==> src/hw/rtl/pwpc_pkg.sv <==
// ----------------------------------------------------------------------------
// pwpc_pkg
// shared types and constants of the pulse width and period capture block
// ----------------------------------------------------------------------------
package pwpc_pkg;

  localparam int COUNTER_BITS = 16;

  localparam int CLK_W       = 24;
  localparam int TICK_W      = 32;
  localparam int PERIOD_W    = TICK_W + 1;
  localparam int DVD_W       = 52;   // on ticks times one million
  localparam int DUTY_W      = 15;
  localparam int FREQ_W      = 16;
  localparam int QUEUE_DEPTH = 4;
  localparam int QPTR_W      = $clog2(QUEUE_DEPTH);

  localparam logic [CLK_W-1:0] CLK_RESET  = 24'd1000000;
  localparam logic [19:0]      US_PER_S   = 20'd1000000;
  localparam logic [14:0]      PCT_Q8     = 15'd25600;

  typedef struct packed {
    logic              meas_valid;
    logic              wait_rising;
    logic [TICK_W-1:0] on_ticks;
    logic [TICK_W-1:0] off_ticks;
  } job_t;

endpackage

==> src/hw/rtl/pwpc_front.sv <==
// ----------------------------------------------------------------------------
// pwpc_front
// edge phase tracking and tick interval measurement
// ----------------------------------------------------------------------------
module pwpc_front (
  input  logic                clk,
  input  logic                rst_n,
  input  logic                take,
  input  logic                operation,
  input  logic [15:0]         captured_value,
  output pwpc_pkg::job_t      job
);
  import pwpc_pkg::*;

  typedef enum logic [1:0] {
    PH_ARM  = 2'd0,
    PH_RISE = 2'd1,
    PH_FALL = 2'd2
  } phase_t;

  localparam int                TW       = 16 + COUNTER_BITS + 1;
  localparam logic [TW-1:0]     MODULUS  = TW'(64'd1 << COUNTER_BITS);
  localparam logic [15:0]       CAP_MASK = 16'((64'd1 << COUNTER_BITS) - 64'd1);

  phase_t            phase_r, phase_nxt;
  logic [15:0]       rise_r, rise_nxt;
  logic [15:0]       fall_r, fall_nxt;
  logic [15:0]       ovf_r, ovf_nxt;
  logic [TICK_W-1:0] off_time_r, off_time_nxt;
  logic [15:0]       cap;
  logic [15:0]       ivl_start;
  logic [TW-1:0]     ivl_t;
  logic [TICK_W-1:0] ivl;

  assign cap = captured_value & CAP_MASK;

  // interval from start capture to this capture across counted overflows
  always_comb begin
    ivl_start = (phase_r == PH_RISE) ? fall_r : rise_r;
    ivl_t     = (TW'(ovf_r) << COUNTER_BITS) + TW'(cap);
    if (ivl_t < TW'(ivl_start)) begin
      ivl_t = ivl_t + MODULUS;
    end
    ivl_t = ivl_t - TW'(ivl_start);
    ivl   = (64'(ivl_t) > 64'hFFFF_FFFF) ? '1 : TICK_W'(ivl_t);
  end

  always_comb begin
    phase_nxt    = phase_r;
    rise_nxt     = rise_r;
    fall_nxt     = fall_r;
    ovf_nxt      = ovf_r;
    off_time_nxt = off_time_r;
    job          = '0;
    if (!operation) begin
      if (ovf_r != 16'hFFFF) begin
        ovf_nxt = ovf_r + 16'd1;
      end
    end else begin
      ovf_nxt = '0;
      unique case (phase_r)
        PH_RISE: begin
          rise_nxt     = cap;
          off_time_nxt = ivl;
          phase_nxt    = PH_FALL;
        end
        PH_FALL: begin
          fall_nxt       = cap;
          job.meas_valid = 1'b1;
          job.on_ticks   = ivl;
          job.off_ticks  = off_time_r;
          off_time_nxt   = '0;
          phase_nxt      = PH_ARM;
        end
        default: begin
          fall_nxt  = cap;
          phase_nxt = PH_RISE;
        end
      endcase
    end
    job.wait_rising = (phase_nxt == PH_RISE);
  end

  always_ff @(posedge clk) begin
    if (!rst_n) begin
      phase_r    <= PH_ARM;
      rise_r     <= '0;
      fall_r     <= '0;
      ovf_r      <= '0;
      off_time_r <= '0;
    end else if (take) begin
      phase_r    <= phase_nxt;
      rise_r     <= rise_nxt;
      fall_r     <= fall_nxt;
      ovf_r      <= ovf_nxt;
      off_time_r <= off_time_nxt;
    end
  end

endmodule

==> src/hw/rtl/pwpc_queue.sv <==
// ----------------------------------------------------------------------------
// pwpc_queue
// short job queue between the front and the back
// ----------------------------------------------------------------------------
module pwpc_queue (
  input  logic           clk,
  input  logic           rst_n,
  input  logic           wr,
  input  pwpc_pkg::job_t wr_job,
  output logic           full,
  input  logic           rd,
  output pwpc_pkg::job_t rd_job,
  output logic           empty
);
  import pwpc_pkg::*;

  job_t              mem_r [QUEUE_DEPTH];
  logic [QPTR_W-1:0] wptr_r, rptr_r;
  logic [QPTR_W:0]   cnt_r;

  assign full   = (cnt_r == (QPTR_W+1)'(QUEUE_DEPTH));
  assign empty  = (cnt_r == '0);
  assign rd_job = mem_r[rptr_r];

  always_ff @(posedge clk) begin
    if (wr) begin
      mem_r[wptr_r] <= wr_job;
    end
  end

  always_ff @(posedge clk) begin
    if (!rst_n) begin
      wptr_r <= '0;
      rptr_r <= '0;
      cnt_r  <= '0;
    end else begin
      if (wr) wptr_r <= wptr_r + 1'b1;
      if (rd) rptr_r <= rptr_r + 1'b1;
      if (wr && !rd)      cnt_r <= cnt_r + 1'b1;
      else if (rd && !wr) cnt_r <= cnt_r - 1'b1;
    end
  end

endmodule

==> src/hw/rtl/pwpc_back.sv <==
// ----------------------------------------------------------------------------
// pwpc_back
// scaling of a measurement: products and a shared bit-serial divider
// ----------------------------------------------------------------------------
module pwpc_back (
  input  logic                        clk,
  input  logic                        rst_n,
  input  logic [pwpc_pkg::CLK_W-1:0]  clk_hz,
  input  logic                        q_empty,
  input  pwpc_pkg::job_t              q_job,
  output logic                        q_rd,
  output logic                        out_empty,
  input  logic                        out_pop,
  output logic                        out_measurement_valid,
  output logic                        out_wait_rising,
  output logic [31:0]                 out_on_ticks,
  output logic [31:0]                 out_off_ticks,
  output logic [31:0]                 out_on_time_us,
  output logic [14:0]                 out_duty_percent_q8,
  output logic [15:0]                 out_frequency_hz
);
  import pwpc_pkg::*;

  typedef enum logic [2:0] {
    S_IDLE, S_MUL_US, S_MUL_DUTY, S_LOAD_FREQ, S_DIV
  } state_t;

  typedef enum logic [1:0] {
    D_US, D_DUTY, D_FREQ
  } dsel_t;

  localparam int REM_W = PERIOD_W + 1;
  localparam int CNT_W = $clog2(DVD_W);

  state_t              state_r;
  dsel_t               dsel_r;
  logic                oval_r;
  logic [TICK_W-1:0]   on_r;
  logic [PERIOD_W-1:0] period_r;
  logic [PERIOD_W-1:0] dvs_r;
  logic [DVD_W-1:0]    dvd_r;
  logic [DVD_W-1:0]    quo_r;
  logic [REM_W-1:0]    rem_r;
  logic [CNT_W-1:0]    cnt_r;
  logic [REM_W-1:0]    rem_sh;
  logic                qbit;
  logic [DVD_W-1:0]    quo_nxt;

  // one restoring step
  always_comb begin
    rem_sh  = {rem_r[REM_W-2:0], dvd_r[DVD_W-1]};
    qbit    = (rem_sh >= REM_W'(dvs_r));
    quo_nxt = {quo_r[DVD_W-2:0], qbit};
  end

  assign q_rd      = (state_r == S_IDLE) && !q_empty && !oval_r;
  assign out_empty = !oval_r;

  always_ff @(posedge clk) begin
    if (!rst_n) begin
      state_r <= S_IDLE;
      oval_r  <= 1'b0;
      dsel_r  <= D_US;
      cnt_r   <= '0;
    end else begin
      if (out_pop && oval_r) oval_r <= 1'b0;
      unique case (state_r)
        S_IDLE: begin
          if (q_rd) begin
            on_r                  <= q_job.on_ticks;
            period_r              <= PERIOD_W'(q_job.on_ticks) + PERIOD_W'(q_job.off_ticks);
            out_measurement_valid <= q_job.meas_valid;
            out_wait_rising       <= q_job.wait_rising;
            out_on_ticks          <= q_job.on_ticks;
            out_off_ticks         <= q_job.off_ticks;
            out_on_time_us        <= '0;
            out_duty_percent_q8   <= '0;
            out_frequency_hz      <= '0;
            if (q_job.meas_valid) begin
              state_r <= S_MUL_US;
            end else begin
              oval_r <= 1'b1;
            end
          end
        end
        S_MUL_US: begin
          dvd_r   <= DVD_W'(on_r) * DVD_W'(US_PER_S);
          dvs_r   <= PERIOD_W'(clk_hz);
          dsel_r  <= D_US;
          state_r <= S_DIV;
        end
        S_MUL_DUTY: begin
          dvd_r   <= DVD_W'(on_r) * DVD_W'(PCT_Q8);
          dvs_r   <= period_r;
          dsel_r  <= D_DUTY;
          state_r <= S_DIV;
        end
        S_LOAD_FREQ: begin
          dvd_r   <= DVD_W'(clk_hz);
          dvs_r   <= period_r;
          dsel_r  <= D_FREQ;
          state_r <= S_DIV;
        end
        S_DIV: begin
          rem_r <= qbit ? (rem_sh - REM_W'(dvs_r)) : rem_sh;
          dvd_r <= {dvd_r[DVD_W-2:0], 1'b0};
          quo_r <= quo_nxt;
          if (cnt_r == CNT_W'(DVD_W - 1)) begin
            cnt_r <= '0;
            unique case (dsel_r)
              D_US: begin
                // zero on time is zero, division by a zero clock saturates
                if (on_r == '0)                out_on_time_us <= '0;
                else if (quo_nxt[DVD_W-1:32] != '0) out_on_time_us <= '1;
                else                           out_on_time_us <= quo_nxt[31:0];
                state_r <= S_MUL_DUTY;
              end
              D_DUTY: begin
                out_duty_percent_q8 <= (period_r == '0) ? '0 : quo_nxt[DUTY_W-1:0];
                state_r <= S_LOAD_FREQ;
              end
              default: begin
                out_frequency_hz <= (quo_nxt[DVD_W-1:FREQ_W] != '0) ? '1
                                                                    : quo_nxt[FREQ_W-1:0];
                oval_r  <= 1'b1;
                state_r <= S_IDLE;
              end
            endcase
          end else begin
            cnt_r <= cnt_r + 1'b1;
          end
        end
        default: state_r <= S_IDLE;
      endcase
      if (state_r != S_DIV) begin
        rem_r <= '0;
        quo_r <= '0;
      end
    end
  end

endmodule

==> src/hw/rtl/pulse_width_period_capture.sv <==
// ----------------------------------------------------------------------------
// pulse_width_period_capture
// pwm on time, off time, duty and frequency from timer capture transactions
// ----------------------------------------------------------------------------
// Each input transaction is a counter overflow tick or an edge capture. The
// first falling edge arms, the next rising edge gives the off time and the
// following falling edge closes the measurement with on time, on time in
// microseconds, duty in percent (q8) and frequency. Every input transaction
// gives exactly one result transaction, which also reports the polarity of
// the next edge to capture. The front side takes one transaction per cycle
// into a four entry queue while it is not full. A result without a
// measurement passes through the queue and is registered by the back, which
// reads its next job only once the last result is popped. A completed
// measurement is ready after three 52-step runs of the one shared bit-serial
// divider, each after a load state. The user must write timer_clock_hz
// through cfg_* only while the block is idle; the block does not enforce it.
// ----------------------------------------------------------------------------
module pulse_width_period_capture (
  input  logic        clk,
  input  logic        rst_n,
  // configuration
  input  logic        cfg_valid,
  output logic        cfg_ready,
  input  logic [23:0] cfg_data,
  // input transactions
  input  logic        in_push,
  output logic        in_full,
  input  logic        in_operation,
  input  logic [15:0] in_captured_value,
  // result transactions
  output logic        out_empty,
  input  logic        out_pop,
  output logic        out_measurement_valid,
  output logic        out_wait_rising,
  output logic [31:0] out_on_ticks,
  output logic [31:0] out_off_ticks,
  output logic [31:0] out_on_time_us,
  output logic [14:0] out_duty_percent_q8,
  output logic [15:0] out_frequency_hz
);
  import pwpc_pkg::*;

  logic [CLK_W-1:0] clk_hz_r;
  logic             take;
  job_t             front_job;
  job_t             q_job;
  logic             q_empty;
  logic             q_rd;

  // config register, always ready
  assign cfg_ready = 1'b1;

  always_ff @(posedge clk) begin
    if (!rst_n) begin
      clk_hz_r <= CLK_RESET;
    end else if (cfg_valid) begin
      clk_hz_r <= cfg_data;
    end
  end

  // input transaction accepted
  assign take = in_push && !in_full;

  pwpc_front u_front (
    .clk            (clk),
    .rst_n          (rst_n),
    .take           (take),
    .operation      (in_operation),
    .captured_value (in_captured_value),
    .job            (front_job)
  );

  pwpc_queue u_queue (
    .clk    (clk),
    .rst_n  (rst_n),
    .wr     (take),
    .wr_job (front_job),
    .full   (in_full),
    .rd     (q_rd),
    .rd_job (q_job),
    .empty  (q_empty)
  );

  pwpc_back u_back (
    .clk                   (clk),
    .rst_n                 (rst_n),
    .clk_hz                (clk_hz_r),
    .q_empty               (q_empty),
    .q_job                 (q_job),
    .q_rd                  (q_rd),
    .out_empty             (out_empty),
    .out_pop               (out_pop),
    .out_measurement_valid (out_measurement_valid),
    .out_wait_rising       (out_wait_rising),
    .out_on_ticks          (out_on_ticks),
    .out_off_ticks         (out_off_ticks),
    .out_on_time_us        (out_on_time_us),
    .out_duty_percent_q8   (out_duty_percent_q8),
    .out_frequency_hz      (out_frequency_hz)
  );

endmodule
==> config.mk <==
export PLATFORM = sky130hd
export DESIGN_NAME = pulse_width_period_capture
export DESIGN_NICKNAME = d
export VERILOG_FILES = /design/src/hw/rtl/pwpc_pkg.sv /design/src/hw/rtl/pwpc_front.sv /design/src/hw/rtl/pwpc_queue.sv /design/src/hw/rtl/pwpc_back.sv /design/src/hw/rtl/pulse_width_period_capture.sv
export SDC_FILE = /design/constraint.sdc
export NUM_CORES = 2
export LEC_CHECK = 0
export BUFFER_PORTS_ARGS = -buffer_cell sky130_fd_sc_hd__buf_2
export CORE_MARGIN = 5
export CORE_UTILIZATION = 40
export CTS_BUF_LIST = sky130_fd_sc_hd__clkbuf_2 sky130_fd_sc_hd__clkbuf_4 sky130_fd_sc_hd__clkbuf_8
export CTS_CLUSTER_DIAMETER = 120
export DETAILED_ROUTE_END_ITERATION = 7
export SLEW_MARGIN = 40
export SYNTH_ARGS = -nofsm -noshare
export SYNTH_HDL_FRONTEND = slang
export SYNTH_SLANG_ARGS = --single-unit
==> constraint.sdc <==
create_clock -name clk -period 6.2 [get_ports clk]
set_input_delay 1.24 -clock clk [delete_from_list [all_inputs] [get_ports clk]]
set_output_delay 1.24 -clock clk [all_outputs]
set_load 0.005 [all_outputs]
==> run_results.csv <==
group,metric,value,unit
placed_design,dp_hpwl,78500,um
synthesis,ys_seq_area_share,48.5,%
detailed_routing,dr.pass1.iters,7,
clock_tree,cts_inserted_buffers,130,
worst_setup_path,crit_type,"register to register",
synthesis,netlist.area_leader.share,42.4,%
timing,period_share,97.1,%
clock_tree,cts_hold_buf,0,
synthesis,async_reset_ff_share,0,%
global_route,grt_usage,19.1,%
finish,fill_cells,9642,
placed_design,place.gp.congestion,0.897,
synthesis,synth_area,42100,um^2
worst_setup_path,reg2reg_from,"u_back.out_on_ticks[2]",
clock_tree,clkTransAtPathRegs,0.06,ns
global_route,grt_max_degree,68,
detailed_routing,vias_per_cell,5.26,
clock_tree,cts_tree,"built",
detailed_routing,first_iter_violations,2063,
timing,max_freq,166,MHz
outcome,outcome,"completed",
global_route,grt_pass1_wl,167000,um
clock_tree,cts_htree_levels,4,
finish,syn2layout_area_growth,15.1,%
synthesis,synth_edf_count,595,
worst_setup_path,worst-r2r-setup-slack,0.18,ns
worst_setup_path,timing.rr.end,"u_back.dvd_r[48]",
synthesis,synth_cell_types,87,
worst_setup_path,reg2reg_depth,24,
worst_setup_path,required,6.75,ns
floorplanning,start_util,40.1,%
timing,worst_pin_slew,0.842,ns
timing,maxSlewHeadroom,43.9,%
hold_path,holdPathStages,1,
clock_tree,cts_buffer_depth,3,
finish,finalNetCount,4429,
detailed_routing,vias,28200,
synthesis,synth_fp_nets,4118,
synthesis,synth_area_per_cell,11.9,um^2
timing,maxSlewViolCount,0,
detailed_routing,finalWirelength,108000,um
worst_setup_path,end_kind,"register",
synthesis,ys.flop_type,"edfxtp_1",
synthesis,synth.area.top_cells,"edfxtp_1 (42%), ha_1 (11%), fa_1 (7.9%), dfxtp_1 (6.0%), mux4_2 (3.5%)",
detailed_routing,drc_errors,0,
clock_tree,clk_latency,0.81,ns
global_route,first_global_vias,28400,
synthesis,synth_warnings,0,
hold_path,hold-path-endpoint,"u_front.off_time_r[1]",
detailed_routing,wire_per_inst,20.1,um
timing,fin_crit,6.02,ns
floorplanning,design.die.area,112000,um^2
floorplanning,num_rows,119,
flow_run,drv_cap,0,
detailed_routing,antenna_left,0,
timing,hold_violations,0,
floorplanning,die_w,334,um
floorplanning,ios,178,
global_route,gr-total-overflow,0,
worst_setup_path,crit_arrival,6.57,ns
synthesis,synth_top_cell_by_area,"edfxtp_1",
floorplanning,core_area,105000,um^2
synthesis,synth-seq-cells,722,
worst_setup_path,cp-start-kind,"register",
global_route,antenna_found_initial,6,
synthesis,netlist_instances,3550,
timing,hold_slack,0.443,ns
floorplanning,dieHeight,334,um
clock_tree,numClockSinks,722,
worst_setup_path,crit_fanout,3,
timing,setup_violations,0,
clock_tree,root_buffer,"clkbuf_8",
hold_path,hold_path.class,"register to register",
finish,layout-drive-gt1-share,17.4,%
timing,skew,0.0482,ns
hold_path,min-delay-start,"u_front.off_time_r[1]",
placed_design,port_buffers,176,
[Yosys cell counts (14+ instances only)]
library cell  count
edfxtp_1        595
ha_1            356
inv_1           340
nand2_1         334
a21oi_1         218
fa_1            166
nor2_1          132
dfxtp_1         127
o21ai_0         107
clkbuf_1        106
and3_1           93
xnor2_1          93
a21o_1           85
mux4_2           66
o21a_1           59
xor2_1           59
nor2b_1          55
mux2i_1          52
and2_1           38
o21ai_1          38
nand3_1          34
a21boi_0         28
nand2b_1         28
nand4_1          25
nor4_1           23
a211oi_1         22
nor3_1           21
a22oi_1          20
a31oi_1          18
a21boi_1         16
o21bai_1         16
nor3b_1          14
[timing repair]
action,CTS,global route
pin swaps,6,59
setup endpoints to repair,4,18
setup buffers,8,13
gates resized for setup,9,51
[routing by layer]
layer | global-route usage, % | vias up | part of all wire [%]
met5 | 0 | - | 0
met4 | 6.44 | 0 | 3.0
met3 | 3.44 | 157 | 5.4
met2 | 30.7 | 736 | 47
met1 | 26.3 | 13900 | 44
li1 | - | 13400 | -
[worst max-delay path by stage]
stage	start	to	slack [ns]	cells past startpoint
final	u_back.out_on_ticks[2]	u_back.dvd_r[48]	0.18	24
after global routing	u_back.out_on_ticks[12]	u_back.dvd_r[45]	-0.04	21
after CTS	u_back.out_on_ticks[7]	u_back.dvd_r[45]	0.007	21
after detailed placement	u_back.out_on_ticks[2]	u_back.dvd_r[48]	-0.10	22
after global placement	u_back.out_on_ticks[2]	u_back.dvd_r[48]	-0.00007	22
after floorplan	u_back.out_on_ticks[12]	u_back.dvd_r[45]	0.07	21
[stage by stage]
step	TNS [ns]	cells	area [um^2]	worst slack [ns]	utilization [%]
2_1_floorplan	0	3550	42100	0.0660	-
3_3_place_gp	-0.0000706	5098	45100	-0.0000706	43.0
3_5_place_dp	-0.137	5099	45200	-0.104	43.0
4_1_cts	0	5345	48100	0.00735	45.8
5_1_grt	-0.0934	5361	48500	-0.0440	46.2
6_report	0	5362	48500	0.182	46.2
[area by class of cell]
class	instances	area, um^2	share of cell area, %
well taps	1391	1740	3.59
flip-flops and latches	722	20400	42.1
diodes	4	10.0	0.0207
multi-input cells	2355	20300	41.8
inverters	341	1280	2.64
repair buffers	311	1960	4.05
clock inverters	50	445	0.919
clock buffers	188	2350	4.85
[placed cells by master (no fill, tap or decap), drive strengths merged, types with 133 or more instances in the layout]
cell and n:
a21oi 219, buf 311, clkbuf 188, edfxtp 595
fa 166, ha 356, inv 347, nand2 334
nor2 133, o21ai 146
[cells by family after synthesis]
family / Yosys count / synth area share [%]
other: 1 / 0.00891
and+or+nand+nor: 835 / 9.63
adders and majority gates: 522 / 18.5
muxes: 122 / 4.87
DFF: 722 / 48.5
buffers and inverters: 473 / 4.29
xor gates and xnor gates: 152 / 3.16
AOI/OAI and AO/OA: 723 / 11.1
[worst max-delay path, stage by stage, from the launching register on]
cell and delay (ns):
edfxtp_1 0.44, buf_6 0.15, fa_1 0.48, inv_1 0.05, fa_1 0.48, fa_1 0.50, inv_1 0.05, fa_1 0.43
ha_1 0.29, inv_1 0.04, fa_1 0.49, inv_2 0.05, ha_4 0.23, a21oi_2 0.15, o21ai_1 0.08, a21o_1 0.19
a221oi_2 0.22, buf_4 0.16, o211ai_1 0.13, a31oi_2 0.29, o21bai_1 0.15, a311o_1 0.31, a21oi_2 0.16, xor2_1 0.18
o21ai_1 0.08
[sequential cells by signal, summed over array words and instances, names as in the netlist, 33 cells and up, named ones only]
name             flops
u_back.dvs_r        33
u_back.period_r     33
u_queue.mem_r      264
u_back.rem_r        33
u_back.quo_r        51
u_back.dvd_r        52
Power is not shown: default switching activity piles up to over one toggle a cycle in this logic, so the estimate is an artifact.
